### config.mk
export PLATFORM = sky130hd
export DESIGN_NAME = floppy_disk_controller_core
export DESIGN_NICKNAME = d
export VERILOG_FILES = /design/src/hw/rtl/fdc_pkg.sv /design/src/hw/rtl/floppy_disk_controller_core.sv
export SDC_FILE = /design/constraint.sdc
export NUM_CORES = 1
export LEC_CHECK = 0
export BUFFER_PORTS_ARGS = -buffer_cell sky130_fd_sc_hd__buf_4
export CORE_ASPECT_RATIO = 1.1
export CORE_MARGIN = 3
export CORE_UTILIZATION = 40
export DETAILED_ROUTE_END_ITERATION = 7
export PLACE_DENSITY = 0.6
export SKIP_CTS_REPAIR_TIMING = 1
export SYNTH_ARGS = -nofsm -noshare
export SYNTH_HDL_FRONTEND = slang
export SYNTH_SLANG_ARGS = --single-unit
### constraint.sdc
create_clock -name clk -period 5.6 [get_ports clk]
set_input_delay 0.56 -clock clk [delete_from_list [all_inputs] [get_ports clk]]
set_output_delay 0.56 -clock clk [all_outputs]
set_load 0.1 [all_outputs]
### src/hw/rtl/fdc_pkg.sv
`default_nettype none
// ----------------------------------------------------------------------------
// fdc_pkg: shared types and constants
// Event modes, command and special register codes, result codes, status
// values, and drive request, motor and timer command codes.
// ----------------------------------------------------------------------------
package fdc_pkg;

  typedef enum logic [3:0] {
    MODE_BUS_RD    = 4'd0,
    MODE_BUS_WR    = 4'd1,
    MODE_CALLBACK  = 4'd2,
    MODE_DATA_BYTE = 4'd3,
    MODE_FINISH_RD = 4'd4,
    MODE_NOT_FOUND = 4'd5,
    MODE_DATA_CRC  = 4'd6,
    MODE_HDR_CRC   = 4'd7,
    MODE_WR_PROT   = 4'd8,
    MODE_BYTE_WANT = 4'd9,
    MODE_SPINDOWN  = 4'd10
  } mode_t;

  localparam logic [2:0] OP_NONE      = 3'd0;
  localparam logic [2:0] OP_READ      = 3'd1;
  localparam logic [2:0] OP_WRITE     = 3'd2;
  localparam logic [2:0] OP_READ_ID   = 3'd3;
  localparam logic [2:0] OP_FORMAT    = 3'd4;
  localparam logic [2:0] OP_SEEK_REL  = 3'd5;
  localparam logic [2:0] OP_SEEK_TRK0 = 3'd6;

  localparam logic [2:0] MOT_NONE  = 3'd0;
  localparam logic [2:0] MOT_UP    = 3'd1;
  localparam logic [2:0] MOT_SHORT = 3'd2;
  localparam logic [2:0] MOT_TIMED = 3'd3;
  localparam logic [2:0] MOT_OFF   = 3'd4;

  localparam logic [1:0] TMR_NONE   = 2'd0;
  localparam logic [1:0] TMR_CANCEL = 2'd1;
  localparam logic [1:0] TMR_SCHED  = 2'd2;

  localparam logic [2:0] ADDR_STATUS = 3'd0;
  localparam logic [2:0] ADDR_RESULT = 3'd1;
  localparam logic [2:0] ADDR_RESET  = 3'd2;
  localparam logic [2:0] ADDR_DATA   = 3'd4;

  localparam logic [7:0] CMD_SCAN_A    = 8'h00;
  localparam logic [7:0] CMD_SCAN_B    = 8'h04;
  localparam logic [7:0] CMD_WR_ONE    = 8'h0A;
  localparam logic [7:0] CMD_WR_MULTI  = 8'h0B;
  localparam logic [7:0] CMD_WRD_ONE   = 8'h0E;
  localparam logic [7:0] CMD_WRD_MULTI = 8'h0F;
  localparam logic [7:0] CMD_RD_ONE    = 8'h12;
  localparam logic [7:0] CMD_RD_MULTI  = 8'h13;
  localparam logic [7:0] CMD_RDD_ONE   = 8'h16;
  localparam logic [7:0] CMD_RDD_MULTI = 8'h17;
  localparam logic [7:0] CMD_RD_ID     = 8'h1B;
  localparam logic [7:0] CMD_VFY_ONE   = 8'h1E;
  localparam logic [7:0] CMD_VFY_MULTI = 8'h1F;
  localparam logic [7:0] CMD_FORMAT    = 8'h23;
  localparam logic [7:0] CMD_SEEK      = 8'h29;
  localparam logic [7:0] CMD_STATUS    = 8'h2C;
  localparam logic [7:0] CMD_SPECIFY   = 8'h35;
  localparam logic [7:0] CMD_WR_SPEC   = 8'h3A;
  localparam logic [7:0] CMD_RD_SPEC   = 8'h3D;
  localparam logic [7:0] CMD_NONE      = 8'hFF;

  localparam logic [7:0] SR_SCAN   = 8'h06;
  localparam logic [7:0] SR_TRK0   = 8'h12;
  localparam logic [7:0] SR_MODE   = 8'h17;
  localparam logic [7:0] SR_TRK1   = 8'h1A;
  localparam logic [7:0] SR_DRVOUT = 8'h23;
  localparam logic [7:0] SPEC_INIT = 8'h0D;

  localparam logic [7:0] RES_FAIL     = 8'h18;
  localparam logic [7:0] RES_DATA_CRC = 8'h0E;
  localparam logic [7:0] RES_HDR_CRC  = 8'h0C;
  localparam logic [7:0] RES_WR_PROT  = 8'h12;
  localparam logic [7:0] RES_DELETED  = 8'h20;

  localparam logic [7:0] ST_BUSY   = 8'h80;
  localparam logic [7:0] ST_RESULT = 8'h10;
  localparam logic [7:0] ST_DONE   = 8'h18;
  localparam logic [7:0] ST_XFER   = 8'h8C;

endpackage : fdc_pkg
`default_nettype wire

### src/hw/rtl/floppy_disk_controller_core.sv
`default_nettype none
// ----------------------------------------------------------------------------
// floppy_disk_controller_core: 8271-style floppy controller register model
// Decodes bus accesses and drive events, keeps the command state and
// issues seek, sector and motor requests, one result item per event item.
// ----------------------------------------------------------------------------
//  channel | handshake               | payload (low bit first)
//  in      | in_tvalid / in_tready   | tuser: mode[3:0]; tlast: last_byte
//          |                         | tdata: reg_addr[2:0] write_value[10:3]
//          |                         |        disc_byte[18:11] deleted[19]
//  out     | out_tvalid / out_tready | tdata: read_value status disc_op drive
//          |                         |   side track operand include_deleted
//          |                         |   motor_cmd timer_cmd step settle
//
// One item per cycle while the output is not stalled; the result item appears in the cycle after acceptance.
// The controller state is updated in the accept cycle from a single pass of
// decode logic. The output register holds its item while out_tready is low;
// in_tready is high whenever that register is empty or being drained.
// rst_n is synchronous and active low.
// ----------------------------------------------------------------------------
module floppy_disk_controller_core #(
  parameter int PARAM_SLOTS = 5
) (
  input  wire logic         clk,
  input  wire logic         rst_n,
  input  wire logic         in_tvalid,
  output logic              in_tready,
  // mode
  input  wire logic [3:0]   in_tuser,
  input  wire logic         in_tlast,
  // reg_addr, write_value, disc_byte, deleted
  input  wire logic [23:0]  in_tdata,
  output logic              out_tvalid,
  input  wire logic         out_tready,
  // read_value, status, disc_op, drive, side, track, operand, include_deleted,
  // motor_cmd, timer_cmd, step_cycles, settle_cycles
  output logic [95:0]       out_tdata
);
  import fdc_pkg::*;

  localparam int PW = $clog2(PARAM_SLOTS + 1);

  logic [3:0] mode;
  logic [2:0] addr;
  logic [7:0] wv, db;
  logic       del, last;
  assign mode = in_tuser;
  assign addr = in_tdata[2:0];
  assign wv   = in_tdata[10:3];
  assign db   = in_tdata[18:11];
  assign del  = in_tdata[19];
  assign last = in_tlast;

  logic [7:0]  cmd_r, cmd_nxt;
  logic [7:0]  par_r [PARAM_SLOTS];
  logic [7:0]  par_nxt [PARAM_SLOTS];
  logic [PW-1:0] pcnt_r, pcnt_nxt, pneed_r, pneed_nxt;
  logic [7:0]  st_r, st_nxt, res_r, res_nxt;
  logic [7:0]  trk_r [2];
  logic [7:0]  trk_nxt [2];
  logic [7:0]  sec_r, sec_nxt;
  logic [4:0]  srem_r, srem_nxt;
  logic [14:0] bps_r, bps_nxt, brem_r, brem_nxt;
  logic        dela_r, dela_nxt, phase_r, phase_nxt, dw_r, dw_nxt;
  logic [7:0]  dreg_r, dreg_nxt, dout_r, dout_nxt;
  logic [3:0]  unl_r, unl_nxt;
  logic [18:0] step_r, step_nxt, settle_r, settle_nxt;
  logic        cdrv_r, cdrv_nxt, mot_r, mot_nxt;

  logic [8:0]  o_read;
  logic [2:0]  o_op, o_motor;
  logic [7:0]  o_track;
  logic [16:0] o_operand;
  logic        o_incl;
  logic [1:0]  o_timer;
  logic [18:0] o_step, o_settle;

  logic        ovalid_r;
  logic [95:0] odata_r;
  logic        acc;

  assign in_tready  = !ovalid_r || out_tready;
  assign acc        = in_tvalid && in_tready;
  assign out_tvalid = ovalid_r;
  assign out_tdata  = odata_r;

  always_comb begin
    logic [7:0]  c, p2;
    logic [PW-1:0] pc;
    logic        d, doprep, cd_done;
    logic [7:0]  pn;
    logic [4:0]  pcount;
    logic [14:0] psize;
    logic        pdel;
    // commit registers
    cmd_nxt = cmd_r; pcnt_nxt = pcnt_r; pneed_nxt = pneed_r;
    st_nxt = st_r; res_nxt = res_r; trk_nxt = trk_r; sec_nxt = sec_r;
    srem_nxt = srem_r; bps_nxt = bps_r; brem_nxt = brem_r; dela_nxt = dela_r;
    phase_nxt = phase_r; dw_nxt = dw_r; dreg_nxt = dreg_r; dout_nxt = dout_r;
    unl_nxt = unl_r; step_nxt = step_r; settle_nxt = settle_r;
    cdrv_nxt = cdrv_r; mot_nxt = mot_r; par_nxt = par_r;
    o_read = 9'h1FF; o_op = OP_NONE; o_track = '0; o_operand = '0; o_incl = 1'b0;
    o_motor = MOT_NONE; o_timer = TMR_NONE; o_step = '0; o_settle = '0;
    c = '0; p2 = par_r[2]; pc = pcnt_r; d = cdrv_r; doprep = 1'b0;
    cd_done = 1'b0; pn = '0; pcount = '0; psize = '0; pdel = 1'b0;
    case (mode)
      MODE_BUS_RD: begin
        if (addr == ADDR_STATUS) o_read = {1'b0, st_r};
        else if (addr == ADDR_RESULT) begin
          st_nxt = st_r & ~8'h18; o_read = {1'b0, res_r};
        end else if (addr == ADDR_DATA) begin
          st_nxt = st_r & ~8'h0C; o_read = {1'b0, dreg_r};
        end else o_read = '0;
      end
      MODE_BUS_WR: begin
        if (addr == ADDR_STATUS) begin
          if (!st_r[7]) begin
            c = {2'b00, wv[5:0]};
            if (c == CMD_RDD_MULTI) c = CMD_RD_MULTI;
            cmd_nxt = c;
            if (c < CMD_STATUS) dout_nxt = {wv[7:6], dout_r[5:0]};
            cdrv_nxt = wv[7];
            pcnt_nxt = '0;
            st_nxt = ST_BUSY;
            case (c)
              CMD_STATUS: begin
                pneed_nxt = '0; st_nxt = ST_RESULT;
                res_nxt = 8'h88 | ((trk_r[wv[7]] != 0) ? 8'h00 : 8'h02);
                if (dout_nxt[6]) res_nxt = res_nxt | 8'h04;
                if (dout_nxt[7]) res_nxt = res_nxt | 8'h40;
              end
              CMD_SEEK, CMD_RD_SPEC: pneed_nxt = PW'(1);
              CMD_WR_ONE, CMD_WRD_ONE, CMD_RD_ONE, CMD_RDD_ONE, CMD_VFY_ONE,
              CMD_WR_SPEC: pneed_nxt = PW'(2);
              CMD_WR_MULTI, CMD_WRD_MULTI, CMD_RD_MULTI, CMD_VFY_MULTI,
              CMD_RD_ID: pneed_nxt = PW'(3);
              CMD_SPECIFY: pneed_nxt = PW'(4);
              CMD_SCAN_A, CMD_SCAN_B, CMD_FORMAT: pneed_nxt = PW'(5);
              default: begin
                pneed_nxt = '0; res_nxt = RES_FAIL; st_nxt = ST_DONE;
                o_timer = TMR_CANCEL;
              end
            endcase
          end
        end else if (addr == ADDR_RESULT) begin
          if (pcnt_r < PW'(PARAM_SLOTS)) begin
            for (int i = 0; i < PARAM_SLOTS; i++)
              if (pcnt_r == PW'(i)) par_nxt[i] = wv;
            pc = pcnt_r + PW'(1);
            pcnt_nxt = pc;
          end
          if (pc == pneed_r) begin
            p2 = par_nxt[2];
            case (cmd_r)
              CMD_WR_ONE, CMD_RD_ONE: begin
                doprep = 1'b1; pn = 8'd1; psize = 15'd128;
              end
              CMD_WRD_ONE, CMD_RDD_ONE: begin
                doprep = 1'b1; pn = 8'd1; psize = 15'd128; pdel = 1'b1;
              end
              CMD_WR_MULTI, CMD_RD_MULTI: begin
                doprep = 1'b1; pn = p2; psize = 15'd128 << p2[7:5];
              end
              CMD_WRD_MULTI: begin
                doprep = 1'b1; pn = p2; psize = 15'd128 << p2[7:5]; pdel = 1'b1;
              end
              CMD_VFY_ONE: begin doprep = 1'b1; pn = 8'd1; pdel = 1'b1; end
              CMD_VFY_MULTI: begin doprep = 1'b1; pn = p2; pdel = 1'b1; end
              CMD_RD_ID: begin doprep = 1'b1; pn = p2; psize = 15'd4; end
              CMD_FORMAT: begin
                mot_nxt = 1'b1; o_motor = MOT_UP; phase_nxt = 1'b0;
              end
              CMD_SEEK: begin mot_nxt = 1'b1; o_motor = MOT_UP; end
              CMD_SPECIFY: begin
                // The head load time has no effect on any result, so it is
                // not stored.
                if (par_nxt[0] == SPEC_INIT) begin
                  step_nxt   = 19'(par_nxt[1] * 11'd2000);
                  settle_nxt = 19'(par_nxt[2] * 11'd2000);
                  unl_nxt    = par_nxt[3][7:4];
                end
                st_nxt = '0;
              end
              CMD_WR_SPEC: begin
                st_nxt = '0;
                case (par_nxt[0])
                  SR_TRK0: trk_nxt[0] = wv;
                  SR_MODE: ;
                  SR_TRK1: trk_nxt[1] = wv;
                  SR_DRVOUT: dout_nxt = par_nxt[1];
                  default: begin
                    res_nxt = RES_FAIL; st_nxt = ST_DONE; o_timer = TMR_CANCEL;
                  end
                endcase
              end
              CMD_RD_SPEC: begin
                st_nxt = ST_RESULT;
                case (par_nxt[0])
                  SR_SCAN: res_nxt = '0;
                  SR_TRK0: res_nxt = trk_r[0];
                  SR_TRK1: res_nxt = trk_r[1];
                  SR_DRVOUT: res_nxt = dout_r;
                  default: begin
                    res_nxt = RES_FAIL; st_nxt = ST_DONE; o_timer = TMR_CANCEL;
                  end
                endcase
              end
              default: begin
                res_nxt = RES_FAIL; st_nxt = ST_DONE; o_timer = TMR_CANCEL;
              end
            endcase
            if (doprep) begin
              sec_nxt = par_nxt[1]; srem_nxt = pn[4:0]; bps_nxt = psize;
              dela_nxt = pdel; mot_nxt = 1'b1; o_motor = MOT_UP; phase_nxt = 1'b0;
            end
            if (doprep || cmd_r == CMD_FORMAT || cmd_r == CMD_SEEK) begin
              o_track = par_nxt[0]; o_step = step_r; o_settle = settle_r;
              if (par_nxt[0] != 0) begin
                o_op = OP_SEEK_REL;
                o_operand = {9'd0, par_nxt[0]} - {9'd0, trk_r[cdrv_r]};
              end else o_op = OP_SEEK_TRK0;
            end
          end
        end else if (addr == ADDR_RESET) begin
          if (wv[0]) begin
            o_motor = MOT_TIMED; o_operand = 17'd45000; o_timer = TMR_CANCEL;
            pcnt_nxt = '0; pneed_nxt = '0; st_nxt = '0;
            trk_nxt[0] = '0; trk_nxt[1] = '0; cmd_nxt = CMD_NONE;
          end
        end else if (addr == ADDR_DATA) begin
          dreg_nxt = wv; dw_nxt = 1'b1; st_nxt = st_r & ~8'h0C;
        end
      end
      MODE_CALLBACK: begin
        o_timer = TMR_CANCEL;
        pcount = srem_r - 5'd1;
        case (cmd_r)
          CMD_WR_ONE, CMD_WR_MULTI, CMD_WRD_ONE, CMD_WRD_MULTI, CMD_RD_ONE,
          CMD_RD_MULTI, CMD_RDD_ONE, CMD_VFY_ONE, CMD_VFY_MULTI,
          CMD_RD_ID: begin
            if (!phase_r) begin
              trk_nxt[d] = par_r[0]; phase_nxt = 1'b1;
            end else begin
              srem_nxt = pcount;
              if (pcount == 0) begin
                cd_done = 1'b1; st_nxt = ST_DONE; res_nxt = '0;
                o_motor = MOT_TIMED; o_operand = 17'(unl_r * 12'd3125);
              end else sec_nxt = sec_r + 8'd1;
            end
            if (!cd_done) begin
              o_track = par_r[0];
              if (cmd_r == CMD_RD_ID) begin
                o_op = OP_READ_ID;
                if (phase_r) brem_nxt = 15'd4;
              end else begin
                o_operand = {9'd0, sec_nxt}; o_incl = dela_r;
                if (cmd_r inside {CMD_WR_ONE, CMD_WR_MULTI, CMD_WRD_ONE,
                                  CMD_WRD_MULTI}) begin
                  o_op = OP_WRITE; st_nxt = ST_XFER; res_nxt = '0;
                  if (phase_r) brem_nxt = bps_r;
                end else begin
                  o_op = OP_READ; brem_nxt = bps_r;
                end
              end
            end
          end
          CMD_FORMAT: begin
            if (!phase_r) begin
              trk_nxt[d] = par_r[0]; o_op = OP_FORMAT; o_track = par_r[0];
              o_operand = {9'd0, par_r[2]}; st_nxt = ST_XFER; phase_nxt = 1'b1;
            end else begin
              st_nxt = ST_DONE; res_nxt = '0;
            end
          end
          CMD_SEEK: begin
            trk_nxt[d] = par_r[0]; st_nxt = ST_DONE; res_nxt = '0;
            o_motor = MOT_TIMED; o_operand = 17'(unl_r * 12'd3125);
          end
          default: ;
        endcase
      end
      MODE_DATA_BYTE: begin
        if (brem_r != 0) begin
          brem_nxt = brem_r - 15'd1; dreg_nxt = db; st_nxt = ST_XFER; res_nxt = '0;
        end
      end
      MODE_FINISH_RD: begin
        o_timer = TMR_SCHED;
        if (del) res_nxt = res_r | RES_DELETED;
      end
      MODE_NOT_FOUND: begin
        res_nxt = RES_FAIL; st_nxt = ST_DONE; o_motor = MOT_SHORT; o_timer = TMR_CANCEL;
      end
      MODE_DATA_CRC: begin
        res_nxt = RES_DATA_CRC | (del ? RES_DELETED : 8'h00); st_nxt = ST_DONE;
        o_motor = MOT_SHORT; o_timer = TMR_CANCEL;
      end
      MODE_HDR_CRC: begin
        res_nxt = RES_HDR_CRC; st_nxt = ST_DONE; o_motor = MOT_SHORT;
        o_timer = TMR_CANCEL;
      end
      MODE_WR_PROT: begin
        res_nxt = RES_WR_PROT; st_nxt = ST_DONE; o_motor = MOT_SHORT;
        o_timer = TMR_CANCEL;
      end
      MODE_BYTE_WANT: begin
        if (dw_r) begin
          if (!last) begin st_nxt = ST_XFER; res_nxt = '0; end
          dw_nxt = 1'b0; o_read = {1'b0, dreg_r};
        end
      end
      MODE_SPINDOWN: begin
        if (mot_r) begin mot_nxt = 1'b0; o_motor = MOT_OFF; end
        dout_nxt = {2'b00, dout_r[5:0]};
      end
      default: ;
    endcase
  end

  always_ff @(posedge clk) begin
    if (!rst_n) begin
      cmd_r <= CMD_NONE; pcnt_r <= '0; pneed_r <= '0; st_r <= '0; res_r <= '0;
      trk_r[0] <= '0; trk_r[1] <= '0; sec_r <= '0; srem_r <= '0; bps_r <= '0;
      brem_r <= '0; dela_r <= 1'b0; phase_r <= 1'b0; dw_r <= 1'b0; dreg_r <= '0;
      dout_r <= '0; unl_r <= '0; step_r <= '0; settle_r <= '0;
      cdrv_r <= 1'b0; mot_r <= 1'b0; ovalid_r <= 1'b0;
    end else begin
      if (acc) begin
        cmd_r <= cmd_nxt; pcnt_r <= pcnt_nxt; pneed_r <= pneed_nxt;
        st_r <= st_nxt; res_r <= res_nxt; trk_r <= trk_nxt; sec_r <= sec_nxt;
        srem_r <= srem_nxt; bps_r <= bps_nxt; brem_r <= brem_nxt;
        dela_r <= dela_nxt; phase_r <= phase_nxt; dw_r <= dw_nxt;
        dreg_r <= dreg_nxt; dout_r <= dout_nxt; unl_r <= unl_nxt;
        step_r <= step_nxt; settle_r <= settle_nxt;
        cdrv_r <= cdrv_nxt; mot_r <= mot_nxt;
      end
      if (acc) ovalid_r <= 1'b1;
      else if (out_tready) ovalid_r <= 1'b0;
    end
  end

  // Parameter bytes and the result payload need no reset.
  always_ff @(posedge clk) begin
    if (acc) begin
      par_r <= par_nxt;
      odata_r <= {5'd0, o_settle, o_step, o_timer, o_motor, o_incl, o_operand,
                  o_track, dout_nxt[5], cdrv_nxt, o_op, st_nxt, o_read};
    end
  end

  a_out_held: assert property (@(posedge clk) disable iff (!rst_n)
    out_tvalid && !out_tready |=> out_tvalid && $stable(out_tdata))
    else $error("result item changed while stalled");
  a_accept_valid: assert property (@(posedge clk) disable iff (!rst_n)
    in_tvalid && in_tready |=> out_tvalid)
    else $error("accepted item produced no result");
  a_pcnt: assert property (@(posedge clk) disable iff (!rst_n)
    pcnt_r <= PW'(PARAM_SLOTS))
    else $error("parameter count overflow");

endmodule : floppy_disk_controller_core
`default_nettype wire

==> After elaboration in Yosys (flattened, before gate mapping) <==
Index checks and enable logic that the tools add are counted.
{ "totals": {"register_bits": 256, "output_inout_bits": 98, "in_bits": 33, "wordCells": 455} }
{ "classes": {"n_mul": 3, "n_reduce_logical": 67, "eq_ne": 96, "n_mux": 235, "bitwise": 11, "n_shift": 1, "n_lt_le_gt_ge": 5, "n_addsub": 5} }
{ "op_table": {"columns": ["cell", "n"], "rows": [
  ["2-to-1 mux 8 bit", 83],
  ["2-to-1 mux 16 bit", 11],
  ["2-to-1 mux 40 bit", 4],
  ["== test 8 x 5 -> 1 bit (second input constant)", 15],
  ["2-to-1 mux 17 bit", 7],
  ["case mux 8 bit (2 select lines)", 7],
  ["2-to-1 mux 15 bit", 7],
  ["== test 8 x 6 -> 1 bit (second input constant)", 12],
  ["== test 8 x 4 -> 1 bit (second input constant)", 9],
  ["case mux 8 bit (3 select lines)", 3],
  ["case mux 8 bit (9 select lines)", 1],
  ["2-to-1 mux 3 bit", 23],
  ["case mux 16 bit (2 select lines)", 2],
  ["case mux 8 bit (4 select lines)", 2],
  ["inequality test 3 bit (second input constant)", 20],
  ["case mux 17 bit (3 select lines)", 1],
  ["case mux 8 bit (6 select lines)", 1],
  ["2-to-1 mux 5 bit", 9],
  ["case mux 15 bit (3 select lines)", 1],
  ["AND reduction 7 bit", 6],
  ["2-to-1 mux 1 bit", 38],
  ["inequality test 2 bit (second input constant)", 17],
  ["case mux 17 bit (2 select lines)", 1],
  ["multiplier 8 x 7 -> 15 bit (second input constant)", 2],
  ["other kinds (71)", 141]
]} }

==> Logic depth before layout (Yosys ltp) <==
{ "logic_depth": {"word_depth": 17, "mapped_depth": 22, "ltp_nobuf": 21} }

==> Worst setup path before layout <==
No wires, ideal clock.
{ "synth_timing": {"kind": "register to register", "start": "register ovalid_r (netlist: out_tvalid)", "end": "register srem_r[1]", "n_path_buf": 1, "path_stages_with_launch": 9, "required_ns": 5.484, "synth_period_minus_slack_ns": 6.277, "setup_time_ns": 0.116, "t_arrival_ns": 6.161, "slack_ns": -0.677, "cell_sequence": "dfxtp_1 -> nand2b_1 -> nand2_1 -> inv_1 -> clkbuf_1 -> o211ai_1 -> a21oi_1 -> o221ai_1 -> o211a_1"} }
{ "synth_between": {"elab_chain_cells": 4} }
{ "synth_rtl": {"columns": ["element", "line_no", "rtl"], "rows": [
  ["start, declared", "floppy_disk_controller_core.sv:78", "logic ovalid_r;"],
  ["start signal, assigned", "floppy_disk_controller_core.sv:326", "cdrv_r <= 1'b0; mot_r <= 1'b0; ovalid_r <= 1'b0;"],
  ["start signal, assigned", "floppy_disk_controller_core.sv:337", "if (acc) ovalid_r <= 1'b1;"],
  ["start signal, assigned", "floppy_disk_controller_core.sv:338", "else if (out_tready) ovalid_r <= 1'b0;"],
  ["zero test 1 bit", "floppy_disk_controller_core.sv:82", "assign in_tready = !ovalid_r || out_tready;"],
  ["logical OR 1 bit", "floppy_disk_controller_core.sv:82", null],
  ["named net in_tready", "floppy_disk_controller_core.sv:27", "output logic in_tready,"],
  ["logical AND 1 bit", "floppy_disk_controller_core.sv:83", "assign acc = in_tvalid && in_tready;"],
  ["named net acc", "floppy_disk_controller_core.sv:80", "logic acc;"],
  ["AND reduction 8 bit (no line)", null, null],
  ["end signal, assigned", "floppy_disk_controller_core.sv:331", "srem_r <= srem_nxt; bps_r <= bps_nxt; brem_r <= brem_nxt;"],
  ["end, declared", "floppy_disk_controller_core.sv:62", "logic [4:0] srem_r, srem_nxt;"]
]} }
The timed path passes the listed nets, and every way through them passes these cells.
A chain may end at the register's enable or synchronous reset.

==> Final worst setup path <==
{ "layout_timing": {"start": "register pcnt_r[1]", "end": "register step_r[17]"} }
{ "layout_between": {"elab_chain_cells": 8, "word_cells_on_any_way": 18, "classes_between": "1 x add/sub; 1 x mul; 1 x order compare; 3 x eq/ne; 10 x mux; 2 x reduce/logical"} }
{ "layout_rtl": {"columns": ["element", "line_no", "rtl"], "rows": [
  ["start, declared", "floppy_disk_controller_core.sv:57", "logic [PW-1:0] pcnt_r, pcnt_nxt, pneed_r, pneed_nxt;"],
  ["start signal, assigned", "floppy_disk_controller_core.sv:329", "cmd_r <= cmd_nxt; pcnt_r <= pcnt_nxt; pneed_r <= pneed_nxt;"],
  ["parallel branches: the longest is 8 deep, another holds multiplier 8 x 7 -> 15 bit", null, null],
  ["end signal, assigned", "floppy_disk_controller_core.sv:334", "step_r <= step_nxt; settle_r <= settle_nxt;"],
  ["end, declared", "floppy_disk_controller_core.sv:67", "logic [18:0] step_r, step_nxt, settle_r, settle_nxt;"]
]} }
Parallel ways; which one is timed is not known. The select of a mux whose other input is x is not followed.

==> impl_metrics.json <==
{
  "grt_pass1_vias": 13960,
  "area_growth_syn_to_layout_pct": 15.4,
  "slew_headroom": 0.170,
  "max-cap-violations": 0,
  "fp.dieArea_um2": 43700,
  "finalHoldViolations": 0,
  "dr.pass1.iters": 8,
  "cts.clk_slew.worst_paths_ns": 0.06,
  "io_buffers": 113,
  "via_per_inst": 5.80,
  "postRouteAntennaNets": 0,
  "grt_use_total": 0.228,
  "cts_max_path_buffers": 3,
  "fmax_mhz": 190,
  "start_util": 0.407,
  "powerDensity_nw_per_um2": 251,
  "synth_seq_cells": 249,
  "fin_tns_setup_ns": 0,
  "netlist-cell-type-count": 90,
  "layout.nets": 2112,
  "p_leak_nw": 7.76,
  "synth_edf_count": 111,
  "die-width_um": 200,
  "hold_class": "input port to flop",
  "htreeDepth": 1,
  "diodes": 0,
  "grt_max_degree": 76,
  "critPathLaunchType": "flop",
  "synth_top_family_by_area": "compound AO/OA/AOI/OAI gates",
  "fin_crit_ns": 5.27,
  "cts-root-buf": "clkbuf_16",
  "numCtsBuffers": 29,
  "criticalPathCategory": "flop to flop",
  "synth_top_area_cell": "edfxtp_1",
  "critPathCaptureType": "flop",
  "overflow": 0,
  "fillers": 3948,
  "grt_pass1_wl_mm": 78.6,
  "dpl_worst_slack_ns": 0.230,
  "synthTopCellsByCount": "nand2_1, nor2_1, dfxtp_1",
  "post-route-period-util": 0.941,
  "drv_slew": 0,
  "status": "finished clean",
  "post-route-util": 0.470,
  "ys.warnings.count": 0,
  "syn_inst": 1834,
  "setup_viol": 0,
  "cts_tree": "done",
  "ios": 131,
  "synth.top_cell.area_share": 0.202,
  "tightest_slew_ns": 1.23,
  "synthTopCellsByArea": "edfxtp_1, dfxtp_1, ha_1, fa_1, nand2_1",
  "async_flop_share": 0,
  "rows": 77,
  "required_ns": 6.00,
  "drtIter0Drc": 1148,
  "yosysMostFrequentCell": "nand2_1",
  "antenna_found_initial": 1,
  "synth_fa_ha_area_frac": 0.132,
  "synth-xor-area-share": 0.0356,
  "seq_area_frac_synth": 0.370,
  "place_congestion": 0.943,
  "dp_hpwl_mm": 36.7,
  "clkLatencyLatePin_ns": 0.56,
  "coreArea_um2": 40500,
  "synth_flop_cell": "dfxtp_1",
  "arrival_ns": 5.67,
  "muxShareOfSynthArea": 0.0412,
  "wl_per_cell_um": 20.7,
  "power_mw": 4.77,
  "critPathMaxFanout": 8,
  "via_count": 14277,
  "cts.sinks": 249,
  "synthSimpleGateAreaFrac": 0.181,
  "avgSynthCellArea_um2": 8.98,
  "whs_ns": 0.258,
  "wirelength_mm": 51.0,
  "finClkSkew_ns": 0.0165,
  "ir_drop_mv": 0.239,
  "synth_area_um2": 16500,
  "die_y_um": 219,
  "drc": 0,
  "drive_above_1_share": 0.137,
  "setup_ws_ns": 0.329,
  "synth_compound_area_frac": 0.187
}
layout by cell type, fill, tap and decap left out, types with 9 or more instances in the layout:
| cell type | instances |
|---|---|
| a211oi_1 | 24 |
| a21o_1 | 18 |
| a21oi_1 | 130 |
| a221o_1 | 9 |
| a222oi_1 | 11 |
| a22o_1 | 14 |
| a22oi_1 | 17 |
| a311oi_1 | 11 |
| a31oi_1 | 22 |
| and2_1 | 14 |
| and3_1 | 38 |
| buf_4 | 160 |
| clkbuf_16 | 29 |
| conb_1 | 13 |
| dfxtp_1 | 137 |
| edfxtp_1 | 111 |
| fa_1 | 37 |
| ha_1 | 114 |
| inv_1 | 110 |
| mux2_2 | 19 |
| mux2i_1 | 44 |
| nand2_1 | 195 |
| nand2b_1 | 21 |
| nand3_1 | 35 |
| nor2_1 | 173 |
| nor2b_1 | 16 |
| nor3_1 | 37 |
| nor4_1 | 16 |
| o211ai_1 | 10 |
| o21ai_0 | 86 |
| o22ai_1 | 14 |
| or3_1 | 20 |
| xnor2_1 | 48 |
| xor2_1 | 19 |
flip-flops by register name, indices dropped and copies added, names as in the netlist, 9 cells and up:
signal and flops:
par_r 28, bps_r 9, out_tdata 83, trk_r 16
step_r 15, settle_r 15, brem_r 15
where the power goes:
group          leakage, nW  total (mW)  internal, mW  switching (mW)
clock network        0.519        2.16          1.37           0.791
registers             2.18        1.95          1.93          0.0175
logic                 5.05       0.660         0.157           0.504
total                 7.76        4.77          3.46            1.31
logic make-up (layout without fill, tap and decap cells):
| group | after synthesis | count (layout) |
|---|---|---|
| DFF | 249 | 249 |
| and+or+nand+nor | 619 | 619 |
| xor gates and xnor gates | 67 | 67 |
| AOI/OAI and AO/OA | 460 | 460 |
| adders and majority gates | 151 | 151 |
| muxes | 65 | 65 |
| buffers and inverters | 222 | 326 |
| other | 1 | 13 |
final cells by class:
class | instances | area (µm²) | share of cell area
clock buffer | 40 | 807 | 0.0425
sequential | 249 | 6100 | 0.321
clock inverter | 13 | 269 | 0.0142
inverter | 113 | 427 | 0.0224
timing repair buffer | 160 | 1200 | 0.0632
tap | 513 | 642 | 0.0338
multi-input combinational | 1375 | 9570 | 0.503
critical path, stage by stage, from the launching register on:
cell      delay (ns)
dfxtp_2         0.40
inv_1           0.11
ha_1            0.19
nand2_1         0.23
mux2i_1         0.27
inv_1           0.09
ha_1            0.35
ha_1            0.32
xor2_1          0.15
ha_1            0.29
inv_1           0.08
fa_1            0.44
fa_1            0.50
inv_1           0.04
ha_1            0.32
a21oi_1         0.24
o21bai_1        0.14
a2111o_1        0.44
a41oi_1         0.24
xnor2_1         0.09
mux2i_1         0.13
nor2_1          0.05
metal layers:
| metal | GRT usage | vias up | wire (µm) |
|---|---|---|---|
| met5 | 0 | - | 0 |
| met4 | 0.0856 | 0 | 1980 |
| met3 | 0.0318 | 119 | 3470 |
| met2 | 0.385 | 522 | 24300 |
| met1 | 0.297 | 6840 | 21300 |
| li1 | - | 6796 | - |
metrics by stage:
step	cell area [µm²]	instances
after floorplan	16500	1846
after global placement	17900	2410
after detailed placement	17900	2410
after CTS	19000	2463
after global routing	19000	2463
final	19000	2463
path summary, 6_finish.rpt:
kind / from / end / slack, ns / cells after the start
max: pcnt_r[1] / step_r[17] / 0.33 / 21
min: in_tvalid / out_tvalid / 0.26 / 3
max reg2reg: pcnt_r[1] / step_r[17] / 0.33 / 21
min reg2reg: st_r[0] / st_r[0] / 0.44 / 2
(Power assumes the default switching activity.)
